## src/rtl/lss_pkg.sv

```systemverilog
// Shared definitions for the LIFO stack with search: widths, request kinds
// and status codes used by the stack unit and its port checker.
// No dependencies.
package lss_pkg;

  // Default number of stack entries.
  localparam int LSS_DEPTH = 64;

  // Field widths of the request and result items.
  localparam int DATA_W  = 32;
  localparam int KIND_W  = 3;
  localparam int FIELD_W = 7;
  localparam int STAT_W  = 3;

  // Result tdata layout: word, position, removed, depth_now, is_empty, padded.
  localparam int RES_BITS = DATA_W + 3 * FIELD_W + 1;
  localparam int RES_W    = ((RES_BITS + 7) / 8) * 8;

  // Request kinds.
  localparam logic [KIND_W-1:0] KIND_PUSH   = 3'd0;
  localparam logic [KIND_W-1:0] KIND_POP    = 3'd1;
  localparam logic [KIND_W-1:0] KIND_PEEK   = 3'd2;
  localparam logic [KIND_W-1:0] KIND_SEARCH = 3'd3;
  localparam logic [KIND_W-1:0] KIND_CLEAR  = 3'd4;

  // Result status codes.
  localparam logic [STAT_W-1:0] STAT_OK        = 3'd0;
  localparam logic [STAT_W-1:0] STAT_UNDERFLOW = 3'd1;
  localparam logic [STAT_W-1:0] STAT_EMPTY     = 3'd2;
  localparam logic [STAT_W-1:0] STAT_OVERFLOW  = 3'd3;
  localparam logic [STAT_W-1:0] STAT_NOT_FOUND = 3'd4;

endpackage

```

## src/rtl/lifo_stack_with_search_unit.sv

```systemverilog
// LIFO stack of signed 32-bit words with push, pop, peek, search and clear.
// Holds the entry memory, the fill count and the request sequencer.
// Depends on lss_pkg.
//
// Usage: requests arrive on the s_axis channel, one transfer per request,
// with the request kind in tuser and the operand word in tdata. Every request
// produces exactly one result transfer on the m_axis channel, carrying the
// top word (pop, peek), the search hit position, the count removed by clear,
// the count afterwards, an empty flag, and a status code in tuser.
// Timing: the entries sit in a single-port memory with registered read data.
// Push, clear and unused kinds go from accept to the result state and then
// back to idle; pop and peek pass through a read state first (one memory
// read). Search reads one entry per cycle from the top and compares it
// against the key in a single shared comparator, and stops at the first
// hit. s_axis_tready is high only while the sequencer is idle.
// The result sits in an output register, so the next request is accepted
// while a result waits; if the receiver stalls, the sequencer holds its next
// result until the output register is free.
// Reset (rst, synchronous) empties the stack and drops m_axis_tvalid; the
// memory contents are not cleared, since only written entries are ever read.
module lifo_stack_with_search_unit
  import lss_pkg::*;
#(
  parameter int DEPTH = LSS_DEPTH
) (
  input  logic               clk,
  input  logic               rst,
  // Requests. tdata: value[31:0]. tuser: kind[2:0].
  input  logic               s_axis_tvalid,
  output logic               s_axis_tready,
  input  logic [DATA_W-1:0]  s_axis_tdata,
  input  logic [KIND_W-1:0]  s_axis_tuser,
  // Results. tdata: word[31:0], position[38:32], removed[45:39],
  // depth_now[52:46], is_empty[53], zero[55:54]. tuser: status[2:0].
  output logic               m_axis_tvalid,
  input  logic               m_axis_tready,
  output logic [RES_W-1:0]   m_axis_tdata,
  output logic [STAT_W-1:0]  m_axis_tuser
);

  localparam int AW = $clog2(DEPTH);
  localparam int CW = $clog2(DEPTH + 1);

  typedef enum logic [1:0] {
    S_IDLE,
    S_READ,
    S_SCAN,
    S_RESULT
  } state_t;

  state_t              state;
  logic [CW-1:0]       count;
  logic [DATA_W-1:0]   key;
  logic [AW-1:0]       scan_addr;
  logic [CW-1:0]       cmp_pos;
  logic [DATA_W-1:0]   res_word;
  logic [CW-1:0]       res_pos;
  logic [CW-1:0]       res_removed;
  logic [STAT_W-1:0]   res_status;

  logic [DATA_W-1:0]   mem [DEPTH];
  logic [DATA_W-1:0]   rd_data;
  logic                mem_we;
  logic                rd_en;
  logic [AW-1:0]       rd_addr;
  logic [AW-1:0]       top_addr;

  logic                in_xfer;
  logic                out_free;
  logic                full;
  logic                hit;
  logic                last_cmp;
  logic [CW+FIELD_W-1:0] pos_ext;
  logic [CW+FIELD_W-1:0] rem_ext;
  logic [CW+FIELD_W-1:0] cnt_ext;

  assign s_axis_tready = (state == S_IDLE);
  assign in_xfer  = s_axis_tvalid && s_axis_tready;
  assign out_free = !m_axis_tvalid || m_axis_tready;
  assign full     = (count == CW'(DEPTH));
  assign top_addr = count[AW-1:0] - AW'(1);
  assign hit      = (rd_data == key);
  assign last_cmp = (cmp_pos == count);

  // Result counts are reported as their low seven bits.
  assign pos_ext = {{FIELD_W{1'b0}}, res_pos};
  assign rem_ext = {{FIELD_W{1'b0}}, res_removed};
  assign cnt_ext = {{FIELD_W{1'b0}}, count};

  // Memory port control: push writes on accept, pop/peek/search read the top,
  // and the scan keeps one read in flight ahead of the comparator.
  always_comb begin
    mem_we  = 1'b0;
    rd_en   = 1'b0;
    rd_addr = top_addr;
    if (in_xfer) begin
      case (s_axis_tuser)
        KIND_PUSH: mem_we = !full;
        KIND_POP, KIND_PEEK, KIND_SEARCH: rd_en = (count != '0);
        default: ;
      endcase
    end else if (state == S_SCAN) begin
      rd_en   = !hit && !last_cmp;
      rd_addr = scan_addr;
    end
  end

  // Entry memory with registered read data.
  always_ff @(posedge clk) begin
    if (mem_we) begin
      mem[count[AW-1:0]] <= s_axis_tdata;
    end
    if (rd_en) begin
      rd_data <= mem[rd_addr];
    end
  end

  // Request sequencer, fill count and output register.
  always_ff @(posedge clk) begin
    if (rst) begin
      state         <= S_IDLE;
      count         <= '0;
      m_axis_tvalid <= 1'b0;
    end else begin
      // A taken result frees the output register unless a new one loads now.
      if (m_axis_tready && state != S_RESULT) begin
        m_axis_tvalid <= 1'b0;
      end
      case (state)
        S_IDLE: begin
          if (in_xfer) begin
            key         <= s_axis_tdata;
            res_word    <= '0;
            res_pos     <= '0;
            res_removed <= '0;
            res_status  <= STAT_OK;
            scan_addr   <= top_addr - AW'(1);
            cmp_pos     <= CW'(1);
            state       <= S_RESULT;
            case (s_axis_tuser)
              KIND_PUSH: begin
                if (full) begin
                  res_status <= STAT_OVERFLOW;
                end else begin
                  count <= count + CW'(1);
                end
              end
              KIND_POP, KIND_PEEK: begin
                if (count == '0) begin
                  res_status <= STAT_UNDERFLOW;
                end else begin
                  state <= S_READ;
                  if (s_axis_tuser == KIND_POP) begin
                    count <= count - CW'(1);
                  end
                end
              end
              KIND_SEARCH: begin
                if (count == '0) begin
                  res_status <= STAT_EMPTY;
                end else begin
                  state <= S_SCAN;
                end
              end
              KIND_CLEAR: begin
                if (count == '0) begin
                  res_status <= STAT_EMPTY;
                end else begin
                  res_removed <= count;
                  count       <= '0;
                end
              end
              default: ;
            endcase
          end
        end
        S_READ: begin
          res_word <= rd_data;
          state    <= S_RESULT;
        end
        S_SCAN: begin
          // Compare the entry read last cycle; positions count from the top.
          if (hit) begin
            res_pos <= cmp_pos;
            state   <= S_RESULT;
          end else if (last_cmp) begin
            res_status <= STAT_NOT_FOUND;
            state      <= S_RESULT;
          end else begin
            scan_addr <= scan_addr - AW'(1);
            cmp_pos   <= cmp_pos + CW'(1);
          end
        end
        S_RESULT: begin
          if (out_free) begin
            m_axis_tvalid <= 1'b1;
            m_axis_tdata  <= RES_W'({(count == '0), cnt_ext[FIELD_W-1:0],
                                     rem_ext[FIELD_W-1:0], pos_ext[FIELD_W-1:0],
                                     res_word});
            m_axis_tuser  <= res_status;
            state         <= S_IDLE;
          end
        end
        default: state <= S_IDLE;
      endcase
    end
  end

endmodule

```

## config.mk

```make
export PLATFORM = sky130hd
export DESIGN_NAME = lifo_stack_with_search_unit
export DESIGN_NICKNAME = d
export VERILOG_FILES = /design/src/rtl/lss_pkg.sv /design/src/rtl/lifo_stack_with_search_unit.sv
export SDC_FILE = /design/constraint.sdc
export NUM_CORES = 2
export LEC_CHECK = 0
export BUFFER_PORTS_ARGS = -buffer_cell sky130_fd_sc_hd__buf_4
export CAP_MARGIN = 40
export CORE_MARGIN = 1.5
export CORE_UTILIZATION = 60
export DETAILED_ROUTE_END_ITERATION = 10
export HOLD_SLACK_MARGIN = 0.1
export PLACE_DENSITY = 0.79
export REMOVE_ABC_BUFFERS = 1
export SYNTH_ARGS = -nofsm -noshare
export SYNTH_HDL_FRONTEND = slang
export SYNTH_SLANG_ARGS = --single-unit
```

## constraint.sdc

```tcl
create_clock -name clk -period 6.76 [get_ports clk]
set_input_delay 0.338 -clock clk [delete_from_list [all_inputs] [get_ports clk]]
set_output_delay 0.338 -clock clk [all_outputs]
set_load 0.02 [all_outputs]
```

Word level (Yosys, flattened, before mapping)
Memories as Yosys holds them, arrays and structs flattened. A register that Yosys moved wholly into a read port is not among the register bits.
Cells that the tools add are included.
{ "op_classes": {"bitwise_logic": 2, "muxes": 46, "addsub": 6, "reduce_logical": 27, "n_eq_ne": 22} }
{ "ops": {"columns": ["op", "n"], "rows": [
  ["32-bit one-hot mux with 2 select lines", 1],
  ["7-bit two-way mux", 9],
  ["32-bit == test", 1],
  ["32-bit two-way mux", 1],
  ["6-bit two-way mux", 5],
  ["7-bit one-hot mux with 2 select lines", 2],
  ["7-bit one-hot mux with 3 select lines", 1],
  ["2-bit != test (second input constant)", 10],
  ["6-bit by 1-bit subtractor with 6-bit output (second input constant)", 3],
  ["7-bit by 1-bit adder with 7-bit output (second input constant)", 2],
  ["2-bit two-way mux", 7],
  ["1-bit two-way mux", 12],
  ["6-bit one-hot mux with 2 select lines", 1],
  ["3-bit AND reduction", 4],
  ["5-bit AND reduction", 2],
  ["3-bit two-way mux", 3],
  ["2-bit one-hot mux with 4 select lines", 1],
  ["7-bit == test", 1],
  ["7-bit == test (second input constant)", 1],
  ["7-bit logical NOT", 1],
  ["7-bit AND reduction", 1],
  ["7-bit nonzero test", 1],
  ["7-bit by 1-bit subtractor with 7-bit output (second input constant)", 1],
  ["3-bit by 2-bit == test with 1-bit output (second input constant)", 2],
  ["other kinds (20)", 30]
]} }
{ "totals": {"ramBits": 2048, "n_memories": 1, "wordCells": 116, "ff_bits": 161, "output_inout_bits": 61} }
{ "memory_table": {"columns": ["name", "words", "word_bits", "rd", "rd_clocked_by_memory_dff", "write_ports", "line_no", "source"], "rows": [
  ["mem", 64, 32, 1, 1, 1, "lifo_stack_with_search_unit.sv:61", "logic [DATA_W-1:0] mem [DEPTH];"]
]} }

Longest topological paths before layout
{ "depth": {"ltp_word": 6, "ltp_mapped": 15} }

Least setup slack after synthesis
No wires, ideal clock.
{ "synth_path": {"kind": "register -> register", "from": "register m_axis_tvalid", "to": "register m_axis_tdata[0], enable pin", "setup_ps": 555, "path_stages_with_launch": 3, "synth_period_minus_slack_ps": 5259, "setup_slack_ps": 1501, "path_buffers": 0, "arrival_ps": 4704, "cell_sequence": "dfxtp_1 nor2b_1 nor3b_1"} }
{ "synth_between": {"elab_chain_cells": 3} }
{ "synth_lines": {"columns": ["element", "line_no", "source"], "rows": [
  ["from (decl)", "lifo_stack_with_search_unit.sv:35", "output logic m_axis_tvalid,"],
  ["from (signal assigned)", "lifo_stack_with_search_unit.sv:123", "m_axis_tvalid <= 1'b0;"],
  ["from (signal assigned)", "lifo_stack_with_search_unit.sv:127", "m_axis_tvalid <= 1'b0;"],
  ["from (signal assigned)", "lifo_stack_with_search_unit.sv:196", "m_axis_tvalid <= 1'b1;"],
  ["1-bit logical NOT", "lifo_stack_with_search_unit.sv:79", "assign out_free = !m_axis_tvalid || m_axis_tready;"],
  ["1-bit logical OR", "lifo_stack_with_search_unit.sv:79", null],
  ["3-bit AND reduction (no line)", null, null],
  ["to (signal assigned)", "lifo_stack_with_search_unit.sv:197", "m_axis_tdata <= RES_W'({(count == '0), cnt_ext[FIELD_W-1:0],"],
  ["to (decl)", "lifo_stack_with_search_unit.sv:37", "output logic [RES_W-1:0] m_axis_tdata,"]
]} }
No other way between the ends.
A chain may end at the register's enable or synchronous reset.

Worst setup path after layout
{ "layout_path": {"from": "register state[0]", "to": "register rd_data[0] (read register of mem), data pin"} }
{ "layout_between": {"elab_chain_cells": 3, "word_cells_on_any_way": 7, "classes_between": "eq/ne: 1; mux: 4; reduce/logical: 2"} }
{ "layout_lines": {"columns": ["element", "line_no", "source"], "rows": [
  ["from (decl)", "lifo_stack_with_search_unit.sv:51", "state_t state;"],
  ["from (signal assigned)", "lifo_stack_with_search_unit.sv:121", "state <= S_IDLE;"],
  ["from (signal assigned)", "lifo_stack_with_search_unit.sv:139", "state <= S_RESULT;"],
  ["from (signal assigned)", "lifo_stack_with_search_unit.sv:152", "state <= S_READ;"],
  ["2-bit == test or 2-bit logical NOT (tied branches)", "lifo_stack_with_search_unit.sv:102, lifo_stack_with_search_unit.sv:77", null],
  ["6-bit two-way mux, or another cell as far along", "lifo_stack_with_search_unit.sv:102", "end else if (state == S_SCAN) begin"],
  ["6-bit two-way mux or 1-bit two-way mux (tied branches)", "lifo_stack_with_search_unit.sv:96", "if (in_xfer) begin"],
  ["to (decl)", "lifo_stack_with_search_unit.sv:62", "logic [DATA_W-1:0] rd_data;"]
]} }
Parallel ways exist; a longest one is shown, timed or not.

==> results.rst <==
.. list-table::
   :header-rows: 1

   * - Metric
     - Value
   * - CP Data Arrival Time
     - 5.82 ns
   * - Min Clock Period, post-route
     - 5.29 ns
   * - Maximum number of buffers from clock root to sink
     - 3
   * - GRT Residual Overflow
     - 0
   * - Die height
     - ~390 um
   * - Worst path max stage delay
     - 0.83 ns
   * - Non-filler cells in the finished layout
     - between 8,000 and 9,000
   * - Max capacitance violation total
     - 0
   * - First-pass DRT Iterations
     - 6
   * - Last weighted congestion value of the routability-driven placer
     - 0.927
   * - Power Dens Cells
     - 363 mW/mm^2
   * - Standard cell area after detailed placement
     - roughly 0.095 mm^2
   * - Outcome
     - finished clean
   * - Mean area per synthesized cell
     - 15.3 um^2
   * - Crit path max-delay cell type
     - sky130_fd_sc_hd__a22oi_1
   * - Clock network latency to the later pin of the worst-skew pair
     - around 0.85 ns
   * - Minimum hold slack
     - between 0.09 and 0.1 ns
   * - Wire length of the first global-routing pass
     - around 360,000 um
   * - Count of buffers inserted at the top-level ports
     - 97
   * - Number of enable flip-flop cells after synthesis
     - 2,231
   * - Number of placement rows
     - about 140
   * - Vias per std cell
     - slightly below 7
   * - Relative slew slack
     - just under 30%
   * - Final worst-path cycle share
     - 78.3%
   * - Clock H-tree levels
     - 4
   * - Die footprint
     - between 0.15 and 0.2 mm^2
   * - Root buffer cell
     - sky130_fd_sc_hd__clkbuf_16
   * - Commonest non-fill, non-tap cells in the layout
     - sky130_fd_sc_hd__edfxtp_1, sky130_fd_sc_hd__nand2_1, sky130_fd_sc_hd__mux2i_1
   * - Antenna violations before repair
     - 21
   * - Total Routing Usage GR
     - about a third
   * - Slew Viols, Final
     - 0
   * - Fillcell total
     - approximately 9,200
   * - Leak Pwr
     - roughly 34 nW
   * - Number of instances in the synthesized netlist
     - about 5,900
   * - Detailed-route DRC error count
     - 0
   * - TritonCTS Buffers
     - a little over 200
   * - Post-DP HPWL
     - approximately 140,000 um
   * - Final Hold Viols
     - 0
   * - Number of endpoints failing setup at the final stage
     - 0
   * - Initial detailed-routing violation count
     - approximately 8,600
   * - Main flop type after synthesis
     - sky130_fd_sc_hd__edfxtp_1
   * - Die Wd
     - around 400 um
   * - Area inside the core boundary
     - roughly 0.15 mm^2
   * - CTS tree
     - built
   * - Maximum clock rate
     - between 150 and 200 MHz
   * - Antenna viol nets, final
     - 0
   * - Reg clk slew, reported paths
     - about 0.07 ns
   * - Async SR Flop Fraction
     - 0%
   * - Peak supply drop
     - between 0.3 and 0.4 mV
   * - Number of vias after detailed routing
     - around 55,000
   * - Clock share of power
     - a little under a third
   * - Worst hold path type
     - in2reg
   * - Number of global-route vias before repair
     - ~53,000
   * - Cell Area, Synth
     - between 0.08 and 0.09 mm^2
   * - Share of total power consumed by net switching
     - 31.5%
   * - Starting density of the core
     - 60.7%
   * - Fraction of power consumed by combinational cells
     - 25.6%
   * - Share of final-layout standard cells stronger than drive strength 1
     - around 14%
   * - Portion of total power attributed to sequential cells
     - a little over two fifths
   * - Share of synthesized area occupied by flip-flops and latches
     - about three quarters
   * - Post-layout nets
     - 6,067
   * - Utilization of the core after routing
     - between 60 and 70%
   * - CP startpoint kind
     - register
   * - Most common library cell in the layout ignoring fill and taps
     - sky130_fd_sc_hd__edfxtp_1
   * - Category of the worst setup path capture point
     - register
   * - CP Cell Sequence
     - inv_1, ha_1, buf_4, a21bo_2, a2bb2oi_4, buf_16, buf_12, buf_12, mux2i_1, mux2i_1, mux2_2, a22oi_1, nand4_1
   * - CP required
     - ~7.3 ns
   * - Maximum number of pins on one net before global-route repair
     - between 150 and 200
   * - Worst-Margin Slew
     - about 1.1 ns
   * - Total power
     - between 30 and 40 mW
   * - Post_cts resized
     - 0
   * - Pint
     - between 20 and 30 mW
   * - Number of warnings printed during yosys synthesis
     - 0
   * - Crit path max fanout
     - a little under 80
   * - Layout Skew
     - about 0.027 ns
   * - Power dissipated by switching net loads
     - roughly 12 mW
   * - Number of storage elements in the synthesis netlist
     - ~2,200
   * - Ports placed on the boundary
     - 100
   * - Number of instances in the placed design
     - 7,785
   * - RSZ-0062 raised after global routing
     - no
   * - Final routed wirelength across all metal layers
     - between 200,000 and 300,000 um
   * - Worst Path Class, Setup
     - reg2reg
   * - Clock Sinks
     - roughly 2,200
   * - Post-route standard cell area excluding fillers
     - between 0.1 and 0.15 mm^2
   * - Average routed wire per standard cell
     - roughly 31 um
   * - Number of unique standard cell types used by synthesis
     - 76
   * - Area growth from synthesis to layout
     - 12.7%
-- timing repair --
item                                   CTS  global route
endpoints found under the hold margin  389             0
buffers inserted                         0             0
hold buffers                            20             0
-- kinds of logic (layout without fill, tap and decap cells) --
group,count (synthesis),count (layout),synth area share (%)
other cells,1,11,0.00417
buf+inv,545,855,2.58
simple gates,1673,1673,8.40
compound gates,722,722,6.45
xor+xnor,60,60,0.584
mux,617,617,7.09
fa+ha+maj,16,16,0.222
flops,2241,2241,74.7
-- layout make-up --
type | count | area (um^2) | share of cell area, %
antenna | 9 | 22.5 | 0.0222
sequential | 2241 | 67200 | 66.2
multi-input combinational | 3090 | 21200 | 20.9
clock buffer | 256 | 5390 | 5.31
timing repair buffer | 330 | 3390 | 3.34
tap | 2002 | 2500 | 2.47
inverter | 143 | 537 | 0.529
clock inverter | 126 | 1240 | 1.22
-- critical path: cells and delay by family (launching register included) --
family	cells	cell delay, ns
AOI/OAI and AO/OA	3	1.56
adders and majority gates	1	0.58
muxes	3	0.64
DFF	1	0.34
and+or+nand+nor	1	0.21
buffers and inverters	5	1.49
-- cell usage after synthesis (16+ instances only) --
library cell	n	area (um^2)
sky130_fd_sc_hd__mux2i_1	452	4520
sky130_fd_sc_hd__nand2_1	917	3440
sky130_fd_sc_hd__o221ai_1	134	1170
sky130_fd_sc_hd__a32o_1	52	521
sky130_fd_sc_hd__and3_1	115	719
sky130_fd_sc_hd__ha_1	16	200
sky130_fd_sc_hd__buf_1	32	120
sky130_fd_sc_hd__o211ai_1	278	2090
sky130_fd_sc_hd__o31ai_1	18	135
sky130_fd_sc_hd__mux2_2	165	1860
sky130_fd_sc_hd__nand4_1	62	388
sky130_fd_sc_hd__xor2_1	45	394
sky130_fd_sc_hd__nand3_1	349	1750
sky130_fd_sc_hd__clkbuf_1	207	777
sky130_fd_sc_hd__o21ai_0	24	120
sky130_fd_sc_hd__inv_1	141	529
sky130_fd_sc_hd__a32oi_1	18	158
sky130_fd_sc_hd__nor4_1	27	169
sky130_fd_sc_hd__buf_2	143	716
sky130_fd_sc_hd__edfxtp_1	2231	67000
sky130_fd_sc_hd__a211oi_1	50	375
sky130_fd_sc_hd__nor2_1	93	349
sky130_fd_sc_hd__a22oi_1	16	120
sky130_fd_sc_hd__and2_1	45	282
sky130_fd_sc_hd__a311oi_1	50	438
-- per-layer routing --
layer	up-vias	global-route usage (%)	wire, um
met2	4210	50.6	116000
met5	-	0	126
li1	22950	-	-
met1	27149	42.6	86100
met4	24	19.1	16400
met3	857	8.53	33300
-- stage by stage --
step | TNS (ns) | worst slack [ns]
2_1_floorplan | -2065.22 | -59.36
3_3_place_gp | 0 | 1.32
3_5_place_dp | 0 | 1.64
4_1_cts | 0 | 1.61
5_1_grt | 0 | 1.32
6_report | 0 | 1.47
-- registers in the layout, indices dropped and copies added, names as in the netlist, 6 cells and up --
register / flops
mem: 2048
m_axis_tdata: 54
key: 32
rd_data: 32
res_word: 32
cmp_pos: 7
count: 7
res_pos: 7
res_removed: 7
scan_addr: 6
-- worst paths after layout --
| check | from | end | slack [ns] | depth (start not counted) |
|---|---|---|---|---|
| max | state[0] | rd_data[0] | 1.47 | 13 |
| min | s_axis_tdata[31] | mem[31][31] | 0.1 | 1 |
| max reg2reg | state[0] | rd_data[0] | 1.47 | 13 |
| min reg2reg | res_word[26] | m_axis_tdata[26] | 0.42 | 0 |
-- power by group through the flow --
stage / clock network (mW) / logic (mW) / registers, mW
floorplan: 0 / 6.08 / 16.1
global placement: 0 / 8.71 / 16.2
detailed placement: 0 / 9.06 / 16.2
CTS: 11.5 / 9.17 / 15.9
global route: 12.1 / 9.79 / 15.9
finish: 11.5 / 9.43 / 15.9
Note: power is estimated with default switching activity, not from simulation.
